===== src/car_fifo.sv =====
// ----------------------------------------------------------------------------
// car_fifo
// Small show-ahead queue between the front and the back end.
// ----------------------------------------------------------------------------
module car_fifo #(
  parameter int WIDTH = 25,
  parameter int DEPTH = 2
) (
  input  logic             clk,
  input  logic             rst,
  input  logic             push,
  input  logic [WIDTH-1:0] push_data,
  input  logic             pop,
  output logic [WIDTH-1:0] pop_data,
  output logic             full,
  output logic             not_empty
);
  localparam int PW = (DEPTH > 1) ? $clog2(DEPTH) : 1;
  localparam int CW = $clog2(DEPTH + 1);

  logic [WIDTH-1:0] mem [DEPTH];
  logic [PW-1:0]    wptr;
  logic [PW-1:0]    rptr;
  logic [CW-1:0]    count;

  assign full      = (count == CW'(DEPTH));
  assign not_empty = (count != '0);
  assign pop_data  = mem[rptr];

  // Storage
  always_ff @(posedge clk) begin
    if (push) begin
      mem[wptr] <= push_data;
    end
  end

  // Pointers and fill level
  always_ff @(posedge clk) begin
    if (rst) begin
      wptr  <= '0;
      rptr  <= '0;
      count <= '0;
    end else begin
      if (push) begin
        wptr <= (wptr == PW'(DEPTH - 1)) ? '0 : wptr + 1'b1;
      end
      if (pop) begin
        rptr <= (rptr == PW'(DEPTH - 1)) ? '0 : rptr + 1'b1;
      end
      if (push && !pop) begin
        count <= count + 1'b1;
      end else if (pop && !push) begin
        count <= count - 1'b1;
      end
    end
  end
endmodule


===== config.mk =====
export PLATFORM = sky130hd
export DESIGN_NAME = car_fifo
export DESIGN_NICKNAME = d
export VERILOG_FILES = /design/src/car_fifo.sv
export SDC_FILE = /design/constraint.sdc
export NUM_CORES = 1
export LEC_CHECK = 0
export ABC_CLOCK_PERIOD_IN_PS = 5710
export BUFFER_PORTS_ARGS = -buffer_cell sky130_fd_sc_hd__buf_2
export CAP_MARGIN = 20
export CELL_PAD_IN_SITES_DETAIL_PLACEMENT = 0
export CELL_PAD_IN_SITES_GLOBAL_PLACEMENT = 1
export CORE_MARGIN = 4
export CORE_UTILIZATION = 40
export CTS_CLUSTER_SIZE = 28
export DETAILED_ROUTE_END_ITERATION = 7
export PLACE_DENSITY_LB_ADDON = 0.05
export SLEW_MARGIN = 20
export SYNTH_ARGS = -nofsm -noshare
export SYNTH_HDL_FRONTEND = slang
export SYNTH_SLANG_ARGS = --single-unit

===== constraint.sdc =====
create_clock -name clk -period 5.71 [get_ports clk]
set_input_delay 1.142 -clock clk [delete_from_list [all_inputs] [get_ports clk]]
set_output_delay 1.142 -clock clk [all_outputs]
set_load 0.005 [all_outputs]

==> metrics, run 1 <==
leading area contributor after synthesis edfxtp_1; register area share after synthesis 0.796; Die X 78.9 µm; die height 78.9 µm; most common cell after layout, fill and taps aside buf_2; number of hold violations in the final report 0; number of global-route vias before repair 1,100; syn avg cell area 20.1 µm²; yosys warns 0; commonest cells after routing, fill and taps aside buf_2, edfxtp_1, mux2_2, clkbuf_8; Cells on Worst Hold Path 2; hpwl dp 2260 µm; Power per Cell Area 326 nW/µm²; DR vias/cell 4.56; CTS clk-pin slew, worst paths 80 ps; Worst-Skew Late Latency 300 ps; TNS Setup 0 ps; CTS Buf Count 5; worst hold slack 503 ps; antenna-violating nets left 0; Fmax 368 MHz; largest family of logic cells by synthesized area multiplexers; crit path capture pop_data[8]; peak supply drop 0.000166 V; dpl ws 3280 ps; Initial DRC Count 52; Post-Synth Simple-Gate Area 0.0242; H-tree levels 2; area share of fa/ha/maj cells after synthesis 0.00622; PortBufs 55; Crit Path Max Fanout 25; via count 1,036; DR pass1 iterations 4; antenna violations before repair 0; Slew Limit Fails 0; Cell variety after synth 17; post-route design area 2470 µm²; row count 25; CTS resizes 0; initial core utilization 0.421; status complete, no violations; clock period minus worst slack 2720 ps; top layer in use met4; CTS sink count 55; Final #Nets 190; Final Cycle Share 0.476; final setup vio count 0; Routed WL 3280 µm; Mapped Cells 100; static leakage 0.936 nW; CP Launch Type flop; Area contributors post-synth edfxtp_1, mux2_2, dfxtp_1, xnor2_1, xor2_1; Clock Path Buffers 2; Worst EP required 4570 ps; placed cell area 2360 µm²; die area 6230 µm²; WL met2 1740 µm; Post-CTS Setup Bufs 0; Slew headroom 0.592; met3 wire length 219 µm; Worst setup EP type primary output; share of cells above drive strength 1 0.575; Root Driver clkbuf_8; Core ar. 4790 µm²; total power 805 µW; largest net degree at the start of global routing 26; r2r startpoint wptr; Setup WS post-layout 2990 ps; Synth top area share 0.746; Compound-Gate Fraction of Synth Area 0.00497; Hold-fix buffers, CTS 0; mux cell area share after synthesis 0.140; WL/cell 14.4 µm; Syn Std Cell Area 2010 µm²; gr usage total 0.113; XOR/XNOR Fraction of Synth Area 0.0174; Worst Tran Pin Value 611 ps; Non-Filler Instances 227; Inst Count DP 220; CTS tree yes; unrepaired setup endpoints after global routing no; worst min-delay path class flop to flop; final routed DRC violation total 0; grt total ovfl 0; Setup Skew 3.71 ps; R2R Setup Slk 4410 ps; Syn Nets 130; WS Path Type flop to primary output; Critical R2R Capture mem[1][19]; Crit path arrival time 1580 ps; wl on met1 1260 µm; max cap viols 0; GP Congestion 0.626; I/O pins 56; Core Util, Final 0.516; area grow syn2layout 22.6%; diode count 0; first-pass GRT wire length 5210 µm; register bit total from synthesis 55; R2R cell count 1; Fillers 413
[state kept, by name, indices dropped and copies added, names as in the netlist, named ones only]
name,cells
rptr,1
count,2
wptr,1
mem,50
[report_power, final]
group / leakage, nW / switching (mW) / internal, mW
clock network: 0.0513 / 0.111 / 0.129
logic: 0.373 / 0.0362 / 0.0478
registers: 0.511 / 0.0138 / 0.468
total: 0.936 / 0.161 / 0.644
[worst min-delay path by stage]
stage               startpoint        to
detailed placement    count[1]  count[1]
floorplan             count[1]  count[1]
global route          count[1]  count[1]
CTS                   count[1]  count[1]
finish                count[1]  count[1]
global placement      count[1]  count[1]
[cells in the mapped netlist]
master,count
or2_2,1
buf_4,2
ha_1,1
xnor2_1,2
and2_1,1
buf_2,1
edfxtp_1,50
xor2_1,2
nor2_1,4
and2b_2,1
mux2_2,25
or3_1,1
a21oi_1,1
nor2b_1,1
inv_1,1
dfxtp_1,5
o21ai_0,1
[metal layers]
metal | global-route usage | vias up
li1 | - | 495
met2 | 0.198 | 34
met1 | 0.123 | 501
met5 | 0 | -
met4 | 0.0464 | 0
met3 | 0.0431 | 6
[layout make-up]
type | instances | area [µm²] | share of cell area
Clock inverter | 1 | 30.0 | 0.0122
Tap cell | 67 | 83.8 | 0.0340
Timing Repair Buffer | 56 | 283 | 0.115
Clock buffer | 6 | 72.6 | 0.0294
Multi-Input combinational cell | 41 | 392 | 0.159
Inverter | 1 | 3.75 | 0.00152
Sequential cell | 55 | 1600 | 0.650
[cells by family (layout without fill, tap and decap cells)]
group,count (synthesis),count (layout)
simple gates,9,9
buf+inv,4,64
flops,55,55
compound gates,2,2
fa+ha+maj,1,1
xor+xnor,4,4
mux,25,25
[critical path, cell delays in order, from the launching register on]
cell     delay [ps]
dfxtp_2         720
mux2_2          420
buf_2           130
Note: power is estimated with default switching activity, not from simulation.
==> inputs of run 2 (changes only) <==
Settings changed: ABC_CLOCK_PERIOD_IN_PS 5710 to 2700.
Clock period 5.71 ns to 2.7 ns, I/O delays scaled along.
==> run 2 against run 1 <==
Combinational power increased by 130%; setup slack got worse by 2500 ps; clock power increased by 78%; final area increased by 0.30%; flip-flop and latch count unchanged; via count decreased by 1.6%; global-route usage decreased by 0.12 points; first-iteration DRC count decreased by 12%; hold slack got worse by 80 ps; sequential share of layout area decreased by 0.25 points; total power increased by 100%.
==> metrics, run 2 (same netlist as run 1, synthesis figures left out) <==
status complete, no violations; gr usage total 0.112 (-0.00120); top flop regs mem x50, count x2; initial core utilization 0.421 (unchanged); Fmax 443 MHz; area grow syn2layout 22.9%; sequential share of power 0.619 (+0.021); antenna violations before repair 0 (unchanged); peak supply drop 0.000331 V (+99%); hpwl dp 2320 µm (+3.0%); static leakage 0.939 nW (+0.37%); Setup Skew 6.76 ps (+3.05 ps); r2r startpoint wptr; Comb pwr share 0.119 (+0.015); largest net degree at the start of global routing 19 (-27%); sw power 351 µW (+120%); CTS tree yes; Routed WL 3280 µm (+0.12%); DR vias/cell 4.43 (-2.9%); Clock power frac 0.261 (-0.036); DR pass1 iterations 3 (-1); Clock Path Buffers 2 (unchanged); Initial DRC Count 46 (-12%); CTS Buf Count 5 (unchanged); number of hold violations in the final report 0 (unchanged); WS Path Type flop to primary output; hold_sp push_data[18]; Die X 78.9 µm (unchanged); Inst Count DP 222 (+0.91%); most common cell after layout, fill and taps aside buf_2; die height 78.9 µm (unchanged); Final #Nets 192 (+1.1%); max FFs per register 50 (unchanged); via count 1,019 (-1.6%); worst hold slack 423 ps (-79.8 ps); Slew Limit Fails 0 (unchanged); WL/cell 14.3 µm (-1.2%); Hold-fix buffers, CTS 0 (unchanged); number of global-route vias before repair 1,109 (+0.82%); antenna-violating nets left 0 (unchanged); TNS Setup 0 ps (unchanged); clock period minus worst slack 2260 ps; grt total ovfl 0 (unchanged); max cap viols 0 (unchanged); PortBufs 55 (unchanged); H-tree levels 2 (unchanged); commonest cells after routing, fill and taps aside buf_2, edfxtp_1, mux2_2, dfxtp_1, clkbuf_8; Slew headroom 0.679 (+0.0866); Worst EP required 2160 ps (-2410 ps); diode count 0 (unchanged); I/O pins 56 (unchanged); Crit Path Max Fanout 16 (-36%); Final Cycle Share 0.836; share of cells above drive strength 1 0.571 (-0.00445); unrepaired setup endpoints after global routing no; switching share of total power 0.216 (+0.0161); final routed DRC violation total 0 (unchanged); CTS resizes 0 (unchanged); first-pass GRT wire length 5200 µm (-0.27%); Core ar. 4790 µm² (unchanged); GP Congestion 0.650 (+3.9%); Int Power 1.28 mW (+98%); Post-CTS Setup Bufs 0 (unchanged); CTS clk-pin slew, worst paths 90 ps (about the same); Worst-Skew Late Latency 300 ps (about the same); Non-Filler Instances 230 (+1.3%); Worst Tran Pin Value 479 ps (-132 ps); CTS sink count 55 (unchanged); Power per Cell Area 658 nW/µm² (+100%); Reg with most FFs mem; Worst setup EP type primary output; Fillers 422 (+2.2%); Root Driver clkbuf_8; worst min-delay path class primary input to flop; Crit path arrival time 1720 ps (+140 ps); die area 6230 µm² (unchanged); row count 25 (unchanged); final setup vio count 0 (unchanged); CP Launch Type flop
[run 2: final cells by class]
| cell class | instances | area (µm²) | share of cell area |
|---|---|---|---|
| inverters | 1 | 3.75 | 0.00152 |
| flip-flops and latches | 55 | 1600 | 0.647 |
| repair buffers | 58 | 310 | 0.125 |
| multi-input cells | 41 | 390 | 0.158 |
| clock inverters | 2 | 12.5 | 0.00506 |
| well taps | 67 | 83.8 | 0.0339 |
| clock buffers | 6 | 72.6 | 0.0293 |
[run 2: power groups by stage]
| stage | logic [mW] | registers, mW | clock network [mW] |
|---|---|---|---|
| 4_1_cts | 0.201 | 1.01 | 0.445 |
| 5_1_grt | 0.216 | 1.01 | 0.479 |
| 2_1_floorplan | 0.110 | 1.02 | 0 |
| 3_3_place_gp | 0.195 | 1.03 | 0 |
| 3_5_place_dp | 0.200 | 1.03 | 0 |
| 6_report | 0.195 | 1.01 | 0.426 |
[run 2: final timing paths]
| kind | cells past startpoint | end | slack (ps) |
|---|---|---|---|
| hold reg to reg | 2 | count[1] | 500 |
| hold / removal | 1 | mem[1][18] | 420 |
| setup / recovery | 3 | pop_data[3] | 440 |
| setup reg to reg | 2 | mem[1][17] | 1280 |
[run 2: stage by stage]
stage,utilization,cell area (µm²),worst slack (ps),total power [mW]
global route,0.517,2470,300,1.71
detailed placement,0.499,2390,737,1.23
floorplan,-,2010,602,1.13
global placement,0.499,2390,774,1.22
finish,0.517,2470,444,1.63
CTS,0.517,2470,384,1.66
[run 2: critical path, stage by stage (launching register included)]
cell and delay, ps:
dfxtp_1 580, buf_4 340, mux2_2 370, buf_2 130
[run 2: routing by layer]
| metal | global-route usage | up-vias | part of all wire | wire length, µm |
|---|---|---|---|---|
| met1 | 0.129 | 480 | 0.42 | 1380 |
| li1 | - | 500 | - | - |
| met4 | 0.0361 | 0 | 0.010 | 33 |
| met3 | 0.0499 | 4 | 0.075 | 246 |
| met2 | 0.187 | 35 | 0.49 | 1620 |
| met5 | 0 | - | 0 | 0 |
