**config.mk**
```make
export PLATFORM = sky130hd
export DESIGN_NAME = car_front_flat
export DESIGN_NICKNAME = d
export VERILOG_FILES = /design/src/car_pkg.sv /design/src/car_in_if.sv /design/src/car_front.sv /design/src/flat_wrapper.sv
export SDC_FILE = /design/constraint.sdc
export NUM_CORES = 1
export LEC_CHECK = 0
export ABC_AREA = 1
export BUFFER_PORTS_ARGS = -buffer_cell sky130_fd_sc_hd__buf_2
export CAP_MARGIN = 20
export CORE_AREA = 2 2 60 62
export CTS_BUF_LIST = sky130_fd_sc_hd__clkbuf_8 sky130_fd_sc_hd__clkbuf_16
export CTS_CLUSTER_DIAMETER = 120
export DETAILED_ROUTE_END_ITERATION = 7
export DIE_AREA = 0 0 62 64
export GPL_TIMING_DRIVEN = 0
export PLACE_DENSITY = 0.81
export SLEW_MARGIN = 20
export SYNTH_ARGS = -nofsm -noshare
export SYNTH_HDL_FRONTEND = slang
export SYNTH_SLANG_ARGS = --single-unit
```
**constraint.sdc**
```tcl
create_clock -name clk -period 4.6 [get_ports clk]
set_clock_uncertainty 0.1 [all_clocks]
set_input_delay 0.46 -clock clk [delete_from_list [all_inputs] [get_ports clk]]
set_output_delay 0.46 -clock clk [all_outputs]
set_load 0.01 [all_outputs]
```
**src/car_pkg.sv**
```systemverilog
// ----------------------------------------------------------------------------
// car_pkg
// Shared types, constants and arithmetic helpers for the comb/allpass reverb.
// ----------------------------------------------------------------------------
package car_pkg;

  // Default build parameters
  localparam int SAMPLE_BITS_DEF = 24;
  localparam int NUM_COMB_DEF    = 8;
  localparam int NUM_AP_DEF      = 4;
  localparam int COMB_MAX_DEF    = 2048;
  localparam int AP_MAX_DEF      = 1024;

  // Configuration port
  localparam int CFG_IDX_W  = 3;
  localparam int CFG_DATA_W = 17;

  localparam logic [CFG_IDX_W-1:0] REG_ENABLE      = 3'd0;
  localparam logic [CFG_IDX_W-1:0] REG_COMB_FB     = 3'd1;
  localparam logic [CFG_IDX_W-1:0] REG_COMB_DAMP   = 3'd2;
  localparam logic [CFG_IDX_W-1:0] REG_WET_MIX     = 3'd3;
  localparam logic [CFG_IDX_W-1:0] REG_INPUT_GAIN  = 3'd4;
  localparam logic [CFG_IDX_W-1:0] REG_WET_GAIN    = 3'd5;
  localparam logic [CFG_IDX_W-1:0] REG_AP_FB       = 3'd6;

  // Register reset values
  localparam logic        RST_ENABLE     = 1'b1;
  localparam logic [15:0] RST_COMB_FB    = 16'd11010;
  localparam logic [15:0] RST_COMB_DAMP  = 16'd13107;
  localparam logic [16:0] RST_WET_MIX    = 17'd19661;
  localparam logic [15:0] RST_INPUT_GAIN = 16'd983;
  localparam logic [15:0] RST_WET_GAIN   = 16'd24576;
  localparam logic [15:0] RST_AP_FB      = 16'd32768;

  // Coefficient limits
  localparam logic [15:0] FB_LIMIT  = 16'd64225;
  localparam logic [16:0] UNITY_Q16 = 17'h10000;

  // Datapath widths: multiplier operands, product, accumulator
  localparam int MA_W   = 36;
  localparam int MB_W   = 18;
  localparam int PROD_W = 54;
  localparam int ACC_W  = 56;

  typedef logic signed [ACC_W-1:0] acc_t;

  localparam acc_t MAX32 = 56'sh0000_007F_FFFF_FF;
  localparam acc_t MIN32 = -56'sh0000_0080_0000_00;

  typedef struct packed {
    logic        enable;
    logic [15:0] comb_feedback;
    logic [15:0] comb_damping;
    logic [16:0] wet_mix;
    logic [15:0] input_gain;
    logic [15:0] wet_gain;
    logic [15:0] allpass_feedback;
  } car_cfg_t;

  typedef struct packed {
    logic clearing;
    logic busy;
  } car_stat_t;

  // Freeverb comb tunings; upper eight are the right-channel set
  function automatic logic [12:0] comb_tune(input logic [3:0] i);
    logic [12:0] t;
    case (i)
      4'd0:    t = 13'd1116;
      4'd1:    t = 13'd1188;
      4'd2:    t = 13'd1277;
      4'd3:    t = 13'd1356;
      4'd4:    t = 13'd1422;
      4'd5:    t = 13'd1491;
      4'd6:    t = 13'd1557;
      4'd7:    t = 13'd1617;
      4'd8:    t = 13'd1139;
      4'd9:    t = 13'd1211;
      4'd10:   t = 13'd1300;
      4'd11:   t = 13'd1379;
      4'd12:   t = 13'd1445;
      4'd13:   t = 13'd1514;
      4'd14:   t = 13'd1580;
      default: t = 13'd1640;
    endcase
    return t;
  endfunction

  function automatic logic [12:0] ap_tune(input logic [2:0] i);
    logic [12:0] t;
    case (i)
      3'd0:    t = 13'd556;
      3'd1:    t = 13'd441;
      3'd2:    t = 13'd341;
      3'd3:    t = 13'd225;
      3'd4:    t = 13'd579;
      3'd5:    t = 13'd464;
      3'd6:    t = 13'd364;
      default: t = 13'd248;
    endcase
    return t;
  endfunction

  // Add half an LSB, then floor
  function automatic acc_t rnd(input acc_t v, input int s);
    acc_t h;
    h = acc_t'(1) <<< (s - 1);
    return (v + h) >>> s;
  endfunction

  function automatic logic signed [31:0] sat32(input acc_t v);
    logic signed [31:0] r;
    if (v > MAX32) begin
      r = 32'sh7FFF_FFFF;
    end else if (v < MIN32) begin
      r = -32'sh8000_0000;
    end else begin
      r = v[31:0];
    end
    return r;
  endfunction

endpackage

```
**src/car_in_if.sv**
```systemverilog
// ----------------------------------------------------------------------------
// car_in_if
// Valid/ready channel carrying one input sample.
// ----------------------------------------------------------------------------
interface car_in_if #(
  parameter int SAMPLE_BITS = car_pkg::SAMPLE_BITS_DEF
);
  logic                   valid;
  logic                   ready;
  logic [SAMPLE_BITS-1:0] sample_in;

  modport source (output valid, output sample_in, input ready);
  modport sink (input valid, input sample_in, output ready);
endinterface

```
**src/car_front.sv**
```systemverilog
// ----------------------------------------------------------------------------
// car_front
// Input stage: takes samples, tags them as bypass or reverb, queues them.
// ----------------------------------------------------------------------------
module car_front #(
  parameter int SAMPLE_BITS = car_pkg::SAMPLE_BITS_DEF
) (
  input  logic                   clk,
  input  logic                   rst,
  car_in_if.sink                 din,
  input  car_pkg::car_cfg_t      cfg,
  input  car_pkg::car_stat_t     stat,
  input  logic                   q_full,
  output logic                   q_push,
  output logic [SAMPLE_BITS:0]   q_data
);
  logic                 hold_valid;
  logic [SAMPLE_BITS:0] hold_data;

  assign q_push    = hold_valid && !q_full;
  assign q_data    = hold_data;
  assign din.ready = !stat.clearing && (!hold_valid || q_push);

  // Holding register; MSB marks a pass-through sample
  always_ff @(posedge clk) begin
    if (rst) begin
      hold_valid <= 1'b0;
    end else if (din.valid && din.ready) begin
      hold_valid <= 1'b1;
    end else if (q_push) begin
      hold_valid <= 1'b0;
    end
  end

  always_ff @(posedge clk) begin
    if (din.valid && din.ready) begin
      hold_data <= {!cfg.enable, din.sample_in};
    end
  end
endmodule

```
**src/flat_wrapper.sv**
```systemverilog
// flat-port wrapper written by rule: the top's interface ports become plain ports
module car_front_flat 
#(
  parameter int SAMPLE_BITS = car_pkg::SAMPLE_BITS_DEF
)
  (clk, rst, cfg, stat, q_full, q_push, q_data, din_valid, din_sample_in, din_ready);
  car_in_if #(.SAMPLE_BITS(SAMPLE_BITS)) din_i ();
  input  logic clk;
  input  logic rst;
  input  car_pkg::car_cfg_t cfg;
  input  car_pkg::car_stat_t stat;
  input  logic q_full;
  output logic q_push;
  output logic [SAMPLE_BITS:0] q_data;
  input wire logic [$bits(din_i.valid)-1:0] din_valid;
  input wire logic [$bits(din_i.sample_in)-1:0] din_sample_in;
  output wire logic [$bits(din_i.ready)-1:0] din_ready;
  assign din_i.valid = din_valid;
  assign din_i.sample_in = din_sample_in;
  assign din_ready = din_i.ready;
  car_front #(.SAMPLE_BITS(SAMPLE_BITS)) u_core (.clk(clk), .rst(rst), .din(din_i), .cfg(cfg), .stat(stat), .q_full(q_full), .q_push(q_push), .q_data(q_data));
endmodule
```
==> impl_results.md <==
* Overall global routing resource usage at 0.0968
* Vertical die dimension at 64 um
* DR iter-0 viols at 7
* Critical path class: flip-flop to primary output
* Max-slew headroom at 0.674
* Standard-cell rows at 21
* Synth Warn # at 0
* Clock Sinks at 26
* Netlist Area Pre-Place at 823 um2
* Min Clock Period, post-route at 1530 ps
* Setup ws final at 3070 ps
* Slowest stage cell, crit path: dfxtp_1
* Share of synthesized cell area in and, or, nand and nor gates at 0.0304
* Post-route worst hold slack at 262 ps
* Largest family of logic cells by synthesized area: simple AND/OR/NAND/NOR gates
* Clock transition time at the flip-flop clock pins of the worst setup and hold paths at 90 ps
* Flop2flop setup slack at 3140 ps
* Worst Setup Slack post-DPL at 2870 ps
* Portion of netlist area occupied by mux cells at 0
* Status: complete, no violations
* Global route total overflow at 0
* Peak ir drop on the vdd network at 166 uV
* Antenna violations before repair at 0
* Number of detailed-routing iterations run before antenna repair at 3
* Max incr delay on CP at 340 ps
* Fraction of layout cells with a size suffix above 1 at 0.626
* Transition time at the pin with the least slew margin at 488 ps
* Leakage power at 0.559 nW
* Unique masters post-synth at 7
* Average wire per standard cell at 12.5 um
* Quantity of gates resized following cts at 0
* Total clock buffers created by CTS at 3
* Hold buffer count at CTS at 0
* Delay-heaviest family, CP: flip-flops
* Top-level I/O count at 155
* Ant diodes at 0
* CTS H-Tree Depth at 1
* Total Neg Setup Slack at 0 ps
* Element type at the critical path start: flip-flop
* Maximum Capacitance Violations at 0
* Endpoint required time on the critical path at 4040 ps
* First-pass GRT wire length at 2680 um
* Data arrival, critical path at 970 ps
* Number of vias after detailed routing at 542
* Buf/Inv on CP at 2
* Class of the worst hold path: primary input to flip-flop
* Number of global-route vias before repair at 609
* Post-Syn Area per Cell at 21.7 um2
* Pwr dens at 392 nW/um2
* DRC Markers at 0
* Unrepaired setup endpoints after global routing: false
* Initial Utilization at 0.251
* Cell breakdown of the critical path: nand2_1 > inv_1 > nor2_1 > buf_2
* Share of the synthesized area in the top cell type at 0.912
* Number of vias per cell after detailed routing at 3.74
* Die width at 62 um
* Ranking of synthesized cells by area: edfxtp_1 (91%), inv_1 (2.7%), dfxtp_1 (2.4%), nor3_2 (1.2%), nand2_1 (0.91%)
* Fraction of the mapped netlist area in adder cells at 0
* Synth area leader: edfxtp_1
* Clock tree from TritonCTS: yes
* Number of failing hold endpoints at the final stage at 0
* Syn Inst Count at 38
* Antenna viol nets, final at 0
* Setup Buffers After CTS at 0
* Final worst-path cycle share at 0.333
* Post-synthesis sequential area ratio at 0.936
* Maximum number of pins on one net before global-route repair at 19
* Share of the synthesized netlist area taken by xor and xnor gates at 0
* RePlAce Congestion at 0.716
* Post-synthesis compound-gate area fraction at 0.00608
* Number of max-slew violations in the final report at 0
* Source-to-sink clock delay at the later pin of the worst-skew pair at 270 ps
* Routed wire length at 1810 um
* # nets final at 228
* Area delta synth->final at 53.8%
* F_max at 654 MHz
* Root Driver: clkbuf_8
* Nets in the synthesized netlist at 166
* Nature of the critical path endpoint: primary output
* # port buffers at 56
* Final setup violating endpoints at 0
* Max Root-Sink Buffers at 2
* Die footprint at 3970 um2
* Core footprint at 3280 um2
* Number of flip-flops and latches in the synthesized netlist at 26
* HPWL after detailed placement at 1470 um
* Crit Path Max Fanout at 2
[power by group]
| group | switching [mW] | internal, mW |
|---|---|---|
| Combinational | 0.0195 | 0.0188 |
| Clock | 0.0676 | 0.116 |
| Sequential | 0.00237 | 0.271 |
| Total | 0.0895 | 0.406 |
[layout make-up]
class                   count  area [um2]
fillers                   311        2020
flip-flops and latches     26         771
repair buffers             57         308
well taps                  46        57.6
clock buffers               3        41.3
multi-input cells           6        36.3
clock inverters             1        30.0
inverters                   6        22.5
[through the flow]
| stage | area [um2] | utilization | std cells | power (mW) |
|---|---|---|---|---|
| floorplan | 823 | - | 38 | 0.291 |
| global placement | 1160 | 0.354 | 140 | 0.313 |
| detailed placement | 1190 | 0.364 | 141 | 0.318 |
| CTS | 1270 | 0.386 | 145 | 0.505 |
| global route | 1270 | 0.386 | 145 | 0.516 |
| finish | 1270 | 0.386 | 145 | 0.496 |
[cells in the final DEF (no fill, tap or decap)]
cell type,Yosys,final
nor2_1,2,2
clkbuf_8,0,3
nor3_4,0,1
dfxtp_1,1,1
bufinv_16,0,1
buf_2,0,56
o21ai_1,1,1
edfxtp_1,25,25
buf_16,0,1
inv_1,6,6
nand2_1,2,2
[path summary, 6_finish.rpt]
| kind | startpoint | end | cells after the start |
|---|---|---|---|
| min | din_sample_in[22] | u_core.q_data[22] | 1 |
| max reg2reg | u_core.hold_valid | u_core.q_data[0] | 4 |
| max | u_core.hold_valid | din_ready | 4 |
| min reg2reg | u_core.hold_valid | u_core.hold_valid | 4 |
[cells by family after synthesis]
group / Yosys count
buffers and inverters: 6
AOI/OAI and AO/OA: 1
DFF: 26
and+or+nand+nor: 5
[synth_stat cells (all sizes together)]
library cell	instances
nand2	2
nor2	2
o21ai	1
dfxtp	1
nor3	1
edfxtp	25
inv	6
[per-layer routing]
metal | wire length, um | GRT usage
met1 | 650 | 0.100
met3 | 270 | 0.0587
met2 | 887 | 0.161
met5 | 0 | 0
met4 | 0 | 0.0239
[sequential cells by signal, indices dropped and copies added (netlist names)]
register / flops
u_core.q_data: 25
u_core.hold_valid: 1
Power figures use the tool's default switching activity.
